--- src/rtl/cfp_pkg.sv ---
// Shared types and constants of the checksummed frame parser.
// No dependencies; the core, controller, datapath and checker files import this package.
package cfp_pkg;

    localparam int MAX_RUN    = 32;
    localparam int RUN_W      = 6;
    localparam int CFG_IDX_W  = 3;
    localparam int CFG_DATA_W = 8;

    typedef enum logic [CFG_IDX_W-1:0] {
        CFG_START_BYTE  = 3'd0,
        CFG_INFO_CMD    = 3'd1,
        CFG_VERSION_CMD = 3'd2,
        CFG_INFO_SIZE   = 3'd3,
        CFG_VERSION_SIZE = 3'd4
    } t_cfg_idx;

    typedef enum logic [1:0] {
        ST_GOOD        = 2'd0,
        ST_UNKNOWN_CMD = 2'd1,
        ST_HDR_BAD     = 2'd2,
        ST_BODY_BAD    = 2'd3
    } t_status;

    typedef enum logic [2:0] {
        S_START,
        S_CMD,
        S_LEN,
        S_HCHK,
        S_PAYLOAD,
        S_BCHK,
        S_RD,
        S_LD
    } t_state;

    typedef struct packed {
        logic    cap_start;
        logic    cap_cmd;
        logic    cap_len;
        logic    clr_count;
        logic    take_payload;
        logic    emit;
        t_status status;
        logic    run_start;
        logic    rd_en;
        logic    out_load;
        logic    rd_advance;
    } t_dp_cmd;

    typedef struct packed {
        logic is_start;
        logic cmd_ok;
        logic hdr_ok;
        logic len_zero;
        logic count_done;
        logic body_ok;
        logic run_zero;
        logic run_last;
        logic out_free;
    } t_dp_stat;

endpackage

--- src/rtl/cfp_if.sv ---
// Word channels of the frame parser: received bytes in, results out.
// Depends on nothing but the port widths of the block.
interface cfp_rx_if ();
    logic       valid;
    logic       ready;
    logic [7:0] rx_byte;

    modport source (output valid, output rx_byte, input ready);
    modport sink (input valid, input rx_byte, output ready);
endinterface

interface cfp_res_if ();
    logic       valid;
    logic       ready;
    logic [1:0] status;
    logic       frame_kind;
    logic       data_valid;
    logic [7:0] payload_byte;
    logic [4:0] byte_index;
    logic       last;

    modport source (output valid, output status, output frame_kind, output data_valid,
                    output payload_byte, output byte_index, output last, input ready);
    modport sink (input valid, input status, input frame_kind, input data_valid,
                  input payload_byte, input byte_index, input last, output ready);
endinterface

--- src/rtl/checksummed_frame_parser_core.sv ---
// Command and checksum words wait while a result word is stalled; an error or
// empty-frame status word appears in the cycle after the word that causes it.
// A good frame's run reads each byte from the store's registered port (S_RD) and then
// loads it when the result register frees (S_LD); no input word is taken meanwhile.
// Reset (synchronous, active low) clears the controller, configuration, frame
// registers and result valid flag; the payload store is not cleared.
module checksummed_frame_parser_core #(
    parameter int BUF_DEPTH = 32
) (
    input  logic                           i_clk,
    input  logic                           i_rst_n,
    input  logic                           i_cfg_we,
    input  logic [cfp_pkg::CFG_IDX_W-1:0]  i_cfg_idx,
    input  logic [cfp_pkg::CFG_DATA_W-1:0] i_cfg_data,
    cfp_rx_if.sink                         i_rx,
    cfp_res_if.source                      o_res
);
    import cfp_pkg::*;

    t_dp_cmd  cmd;
    t_dp_stat stat;
    logic     rx_ready;

    cfp_ctrl u_ctrl (
        .i_clk      (i_clk),
        .i_rst_n    (i_rst_n),
        .i_rx_valid (i_rx.valid),
        .o_rx_ready (rx_ready),
        .i_stat     (stat),
        .o_cmd      (cmd)
    );

    cfp_dp #(
        .BUF_DEPTH (BUF_DEPTH)
    ) u_dp (
        .i_clk          (i_clk),
        .i_rst_n        (i_rst_n),
        .i_cfg_we       (i_cfg_we),
        .i_cfg_idx      (i_cfg_idx),
        .i_cfg_data     (i_cfg_data),
        .i_rx_byte      (i_rx.rx_byte),
        .i_out_ready    (o_res.ready),
        .i_cmd          (cmd),
        .o_stat         (stat),
        .o_out_valid    (o_res.valid),
        .o_status       (o_res.status),
        .o_frame_kind   (o_res.frame_kind),
        .o_data_valid   (o_res.data_valid),
        .o_payload_byte (o_res.payload_byte),
        .o_byte_index   (o_res.byte_index),
        .o_last         (o_res.last)
    );

    assign i_rx.ready = rx_ready;
endmodule

--- src/rtl/cfp_ram.sv ---
// Generic single-write, single-read RAM with registered read data.
// No dependencies.
module cfp_ram #(
    parameter int WIDTH = 8,
    parameter int DEPTH = 32
) (
    input  logic                                     i_clk,
    input  logic                                     i_we,
    input  logic [((DEPTH > 1) ? $clog2(DEPTH) : 1)-1:0] i_waddr,
    input  logic [WIDTH-1:0]                         i_wdata,
    input  logic                                     i_re,
    input  logic [((DEPTH > 1) ? $clog2(DEPTH) : 1)-1:0] i_raddr,
    output logic [WIDTH-1:0]                         o_rdata
);
    logic [WIDTH-1:0] r_mem [DEPTH];
    logic [WIDTH-1:0] r_rdata;

    always_ff @(posedge i_clk) begin
        if (i_we) begin
            r_mem[i_waddr] <= i_wdata;
        end
        if (i_re) begin
            r_rdata <= r_mem[i_raddr];
        end
    end

    assign o_rdata = r_rdata;
endmodule

--- src/rtl/cfp_ctrl.sv ---
// Frame parser controller: walks the frame fields and sequences the payload run.
// Depends on cfp_pkg; drives cfp_dp through t_dp_cmd and reads t_dp_stat.
module cfp_ctrl (
    input  logic              i_clk,
    input  logic              i_rst_n,
    input  logic              i_rx_valid,
    output logic              o_rx_ready,
    input  cfp_pkg::t_dp_stat i_stat,
    output cfp_pkg::t_dp_cmd  o_cmd
);
    import cfp_pkg::*;

    t_state r_state;
    t_state n_state;
    logic   acc;

    always_ff @(posedge i_clk) begin
        if (!i_rst_n) begin
            r_state <= S_START;
        end else begin
            r_state <= n_state;
        end
    end

    always_comb begin
        n_state    = r_state;
        o_cmd      = '0;
        o_cmd.status = ST_GOOD;
        o_rx_ready = 1'b0;
        unique case (r_state)
            S_START, S_LEN, S_PAYLOAD: o_rx_ready = 1'b1;
            S_CMD, S_HCHK, S_BCHK:     o_rx_ready = i_stat.out_free;
            default:                   o_rx_ready = 1'b0;
        endcase
        acc = i_rx_valid && o_rx_ready;

        unique case (r_state)
            S_START: begin
                if (acc && i_stat.is_start) begin
                    o_cmd.cap_start = 1'b1;
                    n_state = S_CMD;
                end
            end
            S_CMD: begin
                if (acc) begin
                    if (i_stat.cmd_ok) begin
                        o_cmd.cap_cmd = 1'b1;
                        n_state = S_LEN;
                    end else begin
                        o_cmd.emit   = 1'b1;
                        o_cmd.status = ST_UNKNOWN_CMD;
                        n_state = S_START;
                    end
                end
            end
            S_LEN: begin
                if (acc) begin
                    o_cmd.cap_len = 1'b1;
                    n_state = S_HCHK;
                end
            end
            S_HCHK: begin
                if (acc) begin
                    if (!i_stat.hdr_ok) begin
                        o_cmd.emit   = 1'b1;
                        o_cmd.status = ST_HDR_BAD;
                        n_state = S_START;
                    end else begin
                        o_cmd.clr_count = 1'b1;
                        n_state = i_stat.len_zero ? S_BCHK : S_PAYLOAD;
                    end
                end
            end
            S_PAYLOAD: begin
                if (acc) begin
                    o_cmd.take_payload = 1'b1;
                    if (i_stat.count_done) begin
                        n_state = S_BCHK;
                    end
                end
            end
            S_BCHK: begin
                if (acc) begin
                    if (!i_stat.body_ok) begin
                        o_cmd.emit   = 1'b1;
                        o_cmd.status = ST_BODY_BAD;
                        n_state = S_START;
                    end else if (i_stat.run_zero) begin
                        o_cmd.emit   = 1'b1;
                        o_cmd.status = ST_GOOD;
                        n_state = S_START;
                    end else begin
                        o_cmd.run_start = 1'b1;
                        n_state = S_RD;
                    end
                end
            end
            S_RD: begin
                o_cmd.rd_en = 1'b1;
                n_state = S_LD;
            end
            S_LD: begin
                if (i_stat.out_free) begin
                    o_cmd.out_load = 1'b1;
                    if (i_stat.run_last) begin
                        n_state = S_START;
                    end else begin
                        o_cmd.rd_advance = 1'b1;
                        n_state = S_RD;
                    end
                end
            end
            default: n_state = S_START;
        endcase
    end
endmodule

--- src/rtl/cfp_dp.sv ---
// Frame parser datapath: configuration, checksums, payload store and result register.
// Depends on cfp_pkg and cfp_ram; commanded by cfp_ctrl.
module cfp_dp #(
    parameter int BUF_DEPTH = 32
) (
    input  logic                             i_clk,
    input  logic                             i_rst_n,
    input  logic                             i_cfg_we,
    input  logic [cfp_pkg::CFG_IDX_W-1:0]    i_cfg_idx,
    input  logic [cfp_pkg::CFG_DATA_W-1:0]   i_cfg_data,
    input  logic [7:0]                       i_rx_byte,
    input  logic                             i_out_ready,
    input  cfp_pkg::t_dp_cmd                 i_cmd,
    output cfp_pkg::t_dp_stat                o_stat,
    output logic                             o_out_valid,
    output logic [1:0]                       o_status,
    output logic                             o_frame_kind,
    output logic                             o_data_valid,
    output logic [7:0]                       o_payload_byte,
    output logic [4:0]                       o_byte_index,
    output logic                             o_last
);
    import cfp_pkg::*;

    localparam int AW = (BUF_DEPTH > 1) ? $clog2(BUF_DEPTH) : 1;
    localparam logic [RUN_W-1:0] KEEP_MAX =
        RUN_W'((BUF_DEPTH < MAX_RUN) ? BUF_DEPTH : MAX_RUN);

    logic [7:0]       r_start_byte;
    logic [7:0]       r_info_cmd;
    logic [7:0]       r_ver_cmd;
    logic [5:0]       r_info_size;
    logic [5:0]       r_ver_size;
    logic             r_kind;
    logic [7:0]       r_length;
    logic [7:0]       r_hsum;
    logic [7:0]       r_bsum;
    logic [7:0]       r_count;
    logic [RUN_W-1:0] r_run_len;
    logic [RUN_W-1:0] r_rd_idx;
    logic             r_out_valid;
    t_status          r_out_status;
    logic             r_out_kind;
    logic             r_out_dv;
    logic [7:0]       r_out_byte;
    logic [4:0]       r_out_idx;
    logic             r_out_last;

    logic [5:0]       size_sel;
    logic [RUN_W-1:0] keep;
    logic [RUN_W-1:0] run_n;
    logic [7:0]       next_count;
    logic [RUN_W-1:0] next_rd_idx;
    logic             store_en;
    logic [7:0]       ram_rdata;

    always_comb begin
        size_sel    = r_kind ? r_ver_size : r_info_size;
        keep        = (RUN_W'(size_sel) > KEEP_MAX) ? KEEP_MAX : RUN_W'(size_sel);
        run_n       = (r_length < 8'(keep)) ? r_length[RUN_W-1:0] : keep;
        next_count  = r_count + 8'd1;
        next_rd_idx = r_rd_idx + RUN_W'(1);
        store_en    = i_cmd.take_payload && (r_count < 8'(keep));

        o_stat.is_start   = (i_rx_byte == r_start_byte);
        o_stat.cmd_ok     = (i_rx_byte == r_info_cmd) || (i_rx_byte == r_ver_cmd);
        o_stat.hdr_ok     = ((8'd0 - r_hsum) == i_rx_byte);
        o_stat.len_zero   = (r_length == 8'd0);
        o_stat.count_done = (next_count == r_length);
        o_stat.body_ok    = ((8'd0 - r_bsum) == i_rx_byte);
        o_stat.run_zero   = (run_n == '0);
        o_stat.run_last   = (next_rd_idx == r_run_len);
        o_stat.out_free   = !r_out_valid || i_out_ready;
    end

    always_ff @(posedge i_clk) begin
        if (!i_rst_n) begin
            r_start_byte <= '0;
            r_info_cmd   <= '0;
            r_ver_cmd    <= '0;
            r_info_size  <= '0;
            r_ver_size   <= '0;
            r_kind       <= 1'b0;
            r_length     <= '0;
            r_hsum       <= '0;
            r_bsum       <= '0;
            r_count      <= '0;
            r_run_len    <= '0;
            r_rd_idx     <= '0;
        end else begin
            if (i_cfg_we) begin
                unique case (i_cfg_idx)
                    CFG_START_BYTE:   r_start_byte <= i_cfg_data;
                    CFG_INFO_CMD:     r_info_cmd   <= i_cfg_data;
                    CFG_VERSION_CMD:  r_ver_cmd    <= i_cfg_data;
                    CFG_INFO_SIZE:    r_info_size  <= i_cfg_data[5:0];
                    CFG_VERSION_SIZE: r_ver_size   <= i_cfg_data[5:0];
                    default: ;
                endcase
            end
            if (i_cmd.cap_start) begin
                r_hsum <= i_rx_byte;
                r_bsum <= '0;
            end
            if (i_cmd.cap_cmd) begin
                r_kind <= (i_rx_byte != r_info_cmd);
                r_hsum <= r_hsum + i_rx_byte;
            end
            if (i_cmd.cap_len) begin
                r_length <= i_rx_byte;
                r_hsum   <= r_hsum + i_rx_byte;
            end
            if (i_cmd.clr_count) begin
                r_count <= '0;
            end
            if (i_cmd.take_payload) begin
                r_bsum  <= r_bsum + i_rx_byte;
                r_count <= next_count;
            end
            if (i_cmd.run_start) begin
                r_run_len <= run_n;
                r_rd_idx  <= '0;
            end
            if (i_cmd.rd_advance) begin
                r_rd_idx <= next_rd_idx;
            end
        end
    end

    always_ff @(posedge i_clk) begin
        if (!i_rst_n) begin
            r_out_valid <= 1'b0;
        end else if (i_cmd.emit || i_cmd.out_load) begin
            r_out_valid <= 1'b1;
        end else if (i_out_ready) begin
            r_out_valid <= 1'b0;
        end
    end

    always_ff @(posedge i_clk) begin
        if (i_cmd.emit) begin
            r_out_status <= i_cmd.status;
            r_out_kind   <= (i_cmd.status == ST_UNKNOWN_CMD) ? 1'b0 : r_kind;
            r_out_dv     <= 1'b0;
            r_out_byte   <= '0;
            r_out_idx    <= '0;
            r_out_last   <= 1'b1;
        end else if (i_cmd.out_load) begin
            r_out_status <= ST_GOOD;
            r_out_kind   <= r_kind;
            r_out_dv     <= 1'b1;
            r_out_byte   <= ram_rdata;
            r_out_idx    <= r_rd_idx[4:0];
            r_out_last   <= o_stat.run_last;
        end
    end

    cfp_ram #(
        .WIDTH (8),
        .DEPTH (BUF_DEPTH)
    ) u_store (
        .i_clk   (i_clk),
        .i_we    (store_en),
        .i_waddr (r_count[AW-1:0]),
        .i_wdata (i_rx_byte),
        .i_re    (i_cmd.rd_en),
        .i_raddr (r_rd_idx[AW-1:0]),
        .o_rdata (ram_rdata)
    );

    assign o_out_valid    = r_out_valid;
    assign o_status       = r_out_status;
    assign o_frame_kind   = r_out_kind;
    assign o_data_valid   = r_out_dv;
    assign o_payload_byte = r_out_byte;
    assign o_byte_index   = r_out_idx;
    assign o_last         = r_out_last;
endmodule

--- src/flat_wrapper.sv ---
// flat-port wrapper written by rule: the top's interface ports become plain ports
module checksummed_frame_parser_core_flat import cfp_pkg::*;
#(
    parameter int BUF_DEPTH = 32
)
  (i_clk, i_rst_n, i_cfg_we, i_cfg_idx, i_cfg_data, i_rx_valid, i_rx_rx_byte, i_rx_ready, o_res_valid, o_res_status, o_res_frame_kind, o_res_data_valid, o_res_payload_byte, o_res_byte_index, o_res_last, o_res_ready);
  cfp_rx_if i_rx_i ();
  cfp_res_if o_res_i ();
  input  logic i_clk;
  input  logic i_rst_n;
  input  logic i_cfg_we;
  input  logic [cfp_pkg::CFG_IDX_W-1:0] i_cfg_idx;
  input  logic [cfp_pkg::CFG_DATA_W-1:0] i_cfg_data;
  input wire logic [$bits(i_rx_i.valid)-1:0] i_rx_valid;
  input wire logic [$bits(i_rx_i.rx_byte)-1:0] i_rx_rx_byte;
  output wire logic [$bits(i_rx_i.ready)-1:0] i_rx_ready;
  output wire logic [$bits(o_res_i.valid)-1:0] o_res_valid;
  output wire logic [$bits(o_res_i.status)-1:0] o_res_status;
  output wire logic [$bits(o_res_i.frame_kind)-1:0] o_res_frame_kind;
  output wire logic [$bits(o_res_i.data_valid)-1:0] o_res_data_valid;
  output wire logic [$bits(o_res_i.payload_byte)-1:0] o_res_payload_byte;
  output wire logic [$bits(o_res_i.byte_index)-1:0] o_res_byte_index;
  output wire logic [$bits(o_res_i.last)-1:0] o_res_last;
  input wire logic [$bits(o_res_i.ready)-1:0] o_res_ready;
  assign i_rx_i.valid = i_rx_valid;
  assign i_rx_i.rx_byte = i_rx_rx_byte;
  assign i_rx_ready = i_rx_i.ready;
  assign o_res_valid = o_res_i.valid;
  assign o_res_status = o_res_i.status;
  assign o_res_frame_kind = o_res_i.frame_kind;
  assign o_res_data_valid = o_res_i.data_valid;
  assign o_res_payload_byte = o_res_i.payload_byte;
  assign o_res_byte_index = o_res_i.byte_index;
  assign o_res_last = o_res_i.last;
  assign o_res_i.ready = o_res_ready;
  checksummed_frame_parser_core #(.BUF_DEPTH(BUF_DEPTH)) u_core (.i_clk(i_clk), .i_rst_n(i_rst_n), .i_cfg_we(i_cfg_we), .i_cfg_idx(i_cfg_idx), .i_cfg_data(i_cfg_data), .i_rx(i_rx_i), .o_res(o_res_i));
endmodule
--- config.mk ---
export PLATFORM = sky130hd
export DESIGN_NAME = checksummed_frame_parser_core_flat
export DESIGN_NICKNAME = d
export VERILOG_FILES = /design/src/rtl/cfp_pkg.sv /design/src/rtl/cfp_if.sv /design/src/rtl/checksummed_frame_parser_core.sv /design/src/rtl/cfp_ram.sv /design/src/rtl/cfp_ctrl.sv /design/src/rtl/cfp_dp.sv /design/src/flat_wrapper.sv
export SDC_FILE = /design/constraint.sdc
export NUM_CORES = 1
export LEC_CHECK = 0
export ABC_AREA = 1
export BUFFER_PORTS_ARGS = -buffer_cell sky130_fd_sc_hd__buf_2
export CAP_MARGIN = 20
export CORE_ASPECT_RATIO = 0.75
export CORE_UTILIZATION = 41
export CTS_BUF_LIST = sky130_fd_sc_hd__clkbuf_4
export DETAILED_ROUTE_END_ITERATION = 10
export PLACE_DENSITY_LB_ADDON = 0.1
export SLEW_MARGIN = 20
export SYNTH_ARGS = -nofsm -noshare
export SYNTH_HDL_FRONTEND = slang
export SYNTH_SLANG_ARGS = --single-unit
--- constraint.sdc ---
create_clock -name i_clk -period 2.6 [get_ports i_clk]
set_input_delay 0.78 -clock i_clk [delete_from_list [all_inputs] [get_ports i_clk]]
set_output_delay 0.78 -clock i_clk [all_outputs]
set_load 0.02 [all_outputs]
=== Yosys cells after proc, flatten, opt, wreduce, memory -nomap -nowiden ===
Memories as Yosys holds them, arrays and structs flattened. A register that Yosys moved wholly into a read port is not among the register bits.
Index checks and enable logic that the tools add are counted.

* Word-level logic and storage cells: 146
* Register bits: 103
* Input bits: 24
* Output and inout port bits: 20
* Memories kept: 1
* Bits in writable memories: 256

{| class="wikitable"
|+ Memory list
! memory !! depth !! bits a word !! rd ports !! clocked after Yosys merged registers in !! wr ports !! RTL line !! text
|-
| u_core.u_dp.u_store.r_mem || 32 || 8 || 1 || 1 || 1 || cfp_ram.sv:15 || <nowiki>logic [WIDTH-1:0] r_mem [DEPTH];</nowiki>
|}

* Mux-type cells: 63
* Equal/unequal tests: 28
* Add/subtract/negate cells: 6
* Reductions and logical operators: 25
* Magnitude comparators: 3

{| class="wikitable"
|+ Operators by type and width
! operator !! count
|-
| $mux W8 || 7
|-
| $mux W3 || 18
|-
| $eq A8 B8 Y1 || 6
|-
| $mux W6 || 5
|-
| $mux W1 || 24
|-
| $pmux W3 S8 || 1
|-
| $add A8 B8 Y8 || 2
|-
| $lt A8 B6 Y1 || 2
|-
| $sub A1 B8 Y8 const A || 2
|-
| $eq A3 B3 Y1 const B || 5
|-
| $ne A2 B2 Y1 const B || 7
|-
| $eq A3 B2 Y1 const B || 4
|-
| $mux W2 || 5
|-
| $reduce_and A2 Y1 || 5
|-
| $reduce_bool A2 Y1 || 5
|-
| $pmux W3 S3 || 1
|-
| $add A8 B1 Y8 const B || 1
|-
| $logic_not A8 Y1 || 1
|-
| $ne A8 B8 Y1 || 1
|-
| $reduce_and A8 Y1 || 1
|-
| $add A6 B1 Y6 const B || 1
|-
| $eq A3 B1 Y1 const B || 2
|-
| $eq A6 B6 Y1 || 1
|-
| $gt A6 B6 Y1 const B || 1
|-
| 11 further kinds || 17
|}

=== Depth between registers and ports, before layout ===
* Depth after elaboration: 13
* Depth in mapped cells: 24

=== Cells and area by module ===
Synthesis repeated with hierarchy kept, for this count alone.

* Cell total of the unflattened synthesis: 1770
* Area, all modules: 16829.9 µm²

{| class="wikitable"
|+ By module, submodules not included
! module !! sequential area each (µm²) !! cells each !! instances !! area each (µm²)
|-
| cfp_ram || 7927.6 || 922 || 1 || 10866.7
|-
| cfp_dp || 2031.9 || 772 || 1 || 5566.6
|-
| cfp_ctrl || 60.1 || 76 || 1 || 396.6
|}

=== Worst setup path after synthesis ===
No wires, ideal clock.

* Path kind: flip-flop to flip-flop
* From: register u_core.u_dp.r_kind
* To: register u_core.u_dp.r_out_kind, in the netlist u_core.u_dp.o_frame_kind, enable pin
* Buffers on the path: 1
* Stages on the path, launching flop included: 22
* Arrival: 2.424 ns
* Slack: -0.123 ns
* Path through: dfxtp_1 -> buf_6 -> nand2_1 -> o21ai_1 -> nor3_1 -> nand3_1 -> a21boi_1 -> inv_1 -> ha_1 -> a21oi_1 -> nand2_2 -> nand2_4 -> nand2_4 -> nand2_1 -> nand2_1 -> nor2_1 -> nand3_2 -> nand2_1 -> nand2_2 -> nand2_4 -> nor2_1 -> inv_1

* Cells in the longest elaborated chain, start to end: 11

{| class="wikitable"
|+ RTL lines
! item !! RTL line !! text
|-
| from (decl) || cfp_dp.sv:34 || <nowiki>logic r_kind;</nowiki>
|-
| from (signal assigned) || cfp_dp.sv:106 || <nowiki>r_kind <= (i_rx_byte != r_info_cmd);</nowiki>
|-
| $mux W6 (*) || cfp_dp.sv:58 || <nowiki>size_sel = r_kind ? r_ver_size : r_info_size;</nowiki>
|-
| $gt A6 B6 Y1 || cfp_dp.sv:59 || <nowiki>keep = (RUN_W'(size_sel) > KEEP_MAX) ? KEEP_MAX : RUN_W'(size_sel);</nowiki>
|-
| $mux W6 (*) || cfp_dp.sv:59 ||
|-
| $lt A8 B6 Y1 || cfp_dp.sv:60 || <nowiki>run_n = (r_length < 8'(keep)) ? r_length[RUN_W-1:0] : keep;</nowiki>
|-
| $mux W6 (*) || cfp_dp.sv:60 ||
|-
| $logic_not A6 Y1 (*) || cfp_dp.sv:71 || <nowiki>o_stat.run_zero = (run_n == '0);</nowiki>
|-
| $mux W3 (*) || cfp_ctrl.sv:88 || <nowiki>end else if (i_stat.run_zero) begin</nowiki>
|-
| $mux W3 (*) || cfp_ctrl.sv:84 || <nowiki>if (!i_stat.body_ok) begin</nowiki>
|-
| $mux W4 (*) || cfp_ctrl.sv:83 || <nowiki>if (acc) begin</nowiki>
|-
| $pmux W3 S3 (*) || cfp_ctrl.sv:37 || <nowiki>unique case (r_state)</nowiki>
|-
| $reduce_bool A2 Y1 (no line) (*) || - ||
|-
| to (signal assigned) || cfp_dp.sv:143 || <nowiki>r_out_kind <= (i_cmd.status == ST_UNKNOWN_CMD) ? 1'b0 : r_kind;</nowiki>
|-
| to (signal assigned) || cfp_dp.sv:150 || <nowiki>r_out_kind <= r_kind;</nowiki>
|-
| to (decl) || cfp_dp.sv:43 || <nowiki>logic r_out_kind;</nowiki>
|}

Every way passes the cells marked *; elsewhere a longest branch is shown, timed or not.
A chain may end at the register's enable or synchronous reset.

=== Worst setup path in the final report ===
* From: register u_core.u_dp.r_kind
* To: memory u_core.u_dp.u_store.r_mem[28][1], enable pin

* Cells in the longest elaborated chain, start to end: 7

{| class="wikitable"
|+ RTL lines
! item !! RTL line !! text
|-
| $mux W6 (*) || cfp_dp.sv:58 ||
|-
| $gt A6 B6 Y1 || cfp_dp.sv:59 ||
|-
| $mux W6 (*) || cfp_dp.sv:59 ||
|-
| $lt A8 B6 Y1 (*) || cfp_dp.sv:63 || <nowiki>store_en = i_cmd.take_payload && (r_count < 8'(keep));</nowiki>
|-
| $logic_and A1 B1 Y1 (*) || cfp_dp.sv:63 ||
|-
| $mux W1 (*) || cfp_ram.sv:19 || <nowiki>if (i_we) begin</nowiki>
|-
| $mux W1 (not written as such) (*) || cfp_ram.sv:20 || <nowiki>r_mem[i_waddr] <= i_wdata;</nowiki>
|-
| to (decl) || cfp_ram.sv:15 ||
|}

Marks and branches as above.

==> impl_results.md <==
- Final Setup Violations: 289
- Starting Density: 42.0%
- Maxcap violations: 0
- Inserted Clock Buffers: 92
- Xor and xnor area share after synthesis: 3.34%
- Die area: 40500 um2
- Least-Margin Pin Slew: 803 ps
- Final hold vios: 0
- Largest family of logic cells by synthesized area: compound AO/OA/AOI/OAI gates
- Required time worst endpoint: 3050 ps
- CTS max path bufs: 3
- Clock period minus worst slack: 2980 ps
- Fmax: 336 MHz
- Layout Nets: 1866
- Mapped Area: 16300 um2
- Gpl congestion: 0.843
- Dpl hpwl: 31700 um
- Die width: 232 um
- Post-Syn Nets: 1633
- Synth Area in Compound Gates: 14.5%
- I/O Pins: 44
- Clock sink count: 367
- Count of cell types in the netlist: 47
- Post-synthesis mux area share: 0%
- Syn avg cell area: 10.3 um2
- Reg clk slew, reported paths: 70 ps
- CP Max Fanout: 8
- CTS tree: yes
- Finished Cell Area: 20200 um2
- Clk_lat worst skew: 780 ps
- Area Growth Syn to Fin: 24.1%
- Peak VDD IR: 345 uV
- Most common cell in the netlist: nor2_1
- Area after DPL: 18100 um2
- Storage cell area: 10000 um2
- Root Buffer: clkbuf_4
- Yosys reg bits: 367
- Period utilization: 114%
- Clock Skews: 48.3 ps
- H-tree Lvls: 3
- Post-synthesis adder-cell area fraction: 2.63%
- Most common library cells after synthesis: nor2_1 (303), edfxtp_1 (267), o21ai_0 (211)
- Layout cells sized above 1: 27.0%
- Area taken by multi-input logic gates: 6070 um2
- Initial antenna violation count: 2
- Core ar.: 38700 um2
- DRC marker count from the first detailed-route iteration: 1172
- Num rows: 62
- Pwr dens: 584 nW/um2
- Yosys Warn Count: 0
- Drt first pass iters: 6
- First-pass GRT wire length: 72700 um
- Sequential share of the synthesized area: 61.6%
- Final WL: 48000 um
- Leakage: 7.48 nW
- Failing checks: setup timing
- Status: complete, but fails checks
- Synth area leaders: edfxtp_1 (49%), dfxtp_1 (12%), nor2_1 (7.0%), o21ai_0 (6.5%), nand2_1 (2.8%)
- Fraction of registers with async set/reset: 0%
- Setup CP Type: flop to flop
- Vias in the first global route: 12.4k
- Filler cell count: 3567
- Post-synthesis simple-gate area fraction: 13.6%
- Critical Path Source Type: flop
- CP Capture Type: flop
- Worst Path Arrival: 3420 ps
- Leading area contributor after synthesis: edfxtp_1
- Fin. max-slew vios: 0
- Antenna viol nets, final: 0
- DR vias/cell: 5.37
- Layout Utilization: 52.2%
- Port Buf Inserts: 43
- Relative slew slack: 46.3%
- DR vias: 12.8k
- Residual DRC count: 0
- Congestion Overflow GR: 0
- Pin count of the biggest net entering global routing: 105
- Primary FF master, synth: edfxtp_1
- Tot GR Track Use: 23.9%
- Min-Delay Path Class: input pin to flop
- RSZ-0062 raised after global routing: true
- Synth top area share: 49.3%
- Synthesized netlist cell count: 1576
- Drt wl/cell: 20.2 um
- Fin worst setup slack: -376 ps
- Post-synth EDFFs: 267
- Total power: 0.0118 W
- Die height: 175 um
==> what timing repair did <==
action / CTS / global route
hold buffers: 0 / 0
buffers inserted: 12 / 8
gates resized for setup: 148 / 52
endpoints found under the setup margin: 290 / 293
pin swaps: 27 / 27
==> cells by family after synthesis <==
family	Yosys count
XOR/XNOR	62
AO/OA/AOI/OAI	406
adder cells (fa/ha/maj)	33
buffers and inverters	179
AND/OR/NAND/NOR	529
flip-flops	367
==> cell usage in the layout (no fill, tap or decap), types with 45 or more instances in the layout <==
master	n
edfxtp_1	267
nor2_1	265
o21ai_0	205
clkbuf_4	139
buf_4	113
nand2_1	102
dfxtp_1	95
inv_1	83
a21oi_1	64
o221ai_1	49
nand3_1	45
buf_6	45
==> path summary, 6_finish.rpt <==
check	start	depth (start not counted)	end	slack, ps
worst min register to register	u_core.u_dp.o_last$_SDFFE_PP1P_	2	u_core.u_dp.o_last$_SDFFE_PP1P_	450
worst min-delay path	i_cfg_data[7]	3	u_core.u_dp.r_start_byte[7]$_SDFFE_PN0P_	280
worst max register to register	u_core.u_dp.r_kind$_SDFFE_PN0P_	18	u_core.u_dp.u_store.r_mem[28][1]$_DFFE_PP_	-380
worst max-delay path	u_core.u_dp.r_kind$_SDFFE_PN0P_	18	u_core.u_dp.u_store.r_mem[28][1]$_DFFE_PP_	-380
==> metal layers <==
| metal | track usage [%] | wire length (um) | up-vias | share of wire [%] |
|---|---|---|---|---|
| li1 | - | - | 6097 | - |
| met1 | 36.2 | 23300 | 6146 | 49 |
| met2 | 32.3 | 19500 | 469 | 41 |
| met3 | 6.55 | 4020 | 78 | 8.4 |
| met4 | 7.76 | 1050 | 2 | 2.2 |
| met5 | 2.28 | 126 | - | 0.26 |
==> area by class of cell <==
cell class,instances,area share [%]
flip-flops and latches,367,49.7
multi-input cells,1030,30.1
repair buffers,215,9.22
clock buffers,139,5.17
well taps,512,3.17
inverters,103,1.96
clock inverters,15,0.713
diodes,1,0.0124
==> stage by stage <==
stage / hold slack (ps) / std cells / setup TNS [ps] / setup slack [ps]
2_1_floorplan: 424 / 1576 / -23690 / -98.4
5_1_grt: 258 / 2382 / -120890 / -523
4_1_cts: 207 / 2374 / -39690 / -277
6_report: 276 / 2382 / -89140 / -376
3_3_place_gp: 444 / 2209 / -99980 / -404
3_5_place_dp: 444 / 2209 / -108990 / -438
==> registers in the layout, indices dropped and copies added, names as in the netlist, 8 cells and up <==
register	flops
u_core.u_dp.u_store.r_mem	256
u_core.u_dp.u_store.o_rdata	8
u_core.u_dp.r_start_byte	8
u_core.u_dp.o_payload_byte	8
u_core.u_dp.r_hsum	8
u_core.u_dp.r_count	8
u_core.u_dp.r_ver_cmd	8
u_core.u_dp.r_info_cmd	8
u_core.u_dp.r_length	8
u_core.u_dp.r_bsum	8
==> critical path: stages (launching register included) <==
cell	delay [ps]
dfxtp_2	340
buf_6	120
nand2_2	50
o21ai_2	60
nor3_1	180
nand3_1	200
a21boi_2	250
inv_2	70
buf_4	140
ha_4	210
a21oi_2	130
o21ai_1	70
nand4_1	90
nand2_2	80
inv_2	130
nand2_2	90
buf_12	170
nor2_4	90
buf_6	150
==> power by group <==
part / total, W / internal [W] / switching (W)
Clock: 0.00502 / 0.00271 / 0.00231
Sequential: 0.00630 / 0.00628 / 0.0000145
Combinational: 0.000465 / 0.000163 / 0.000302
Total: 0.0118 / 0.00916 / 0.00263
Note: power is estimated with default switching activity, not from simulation.
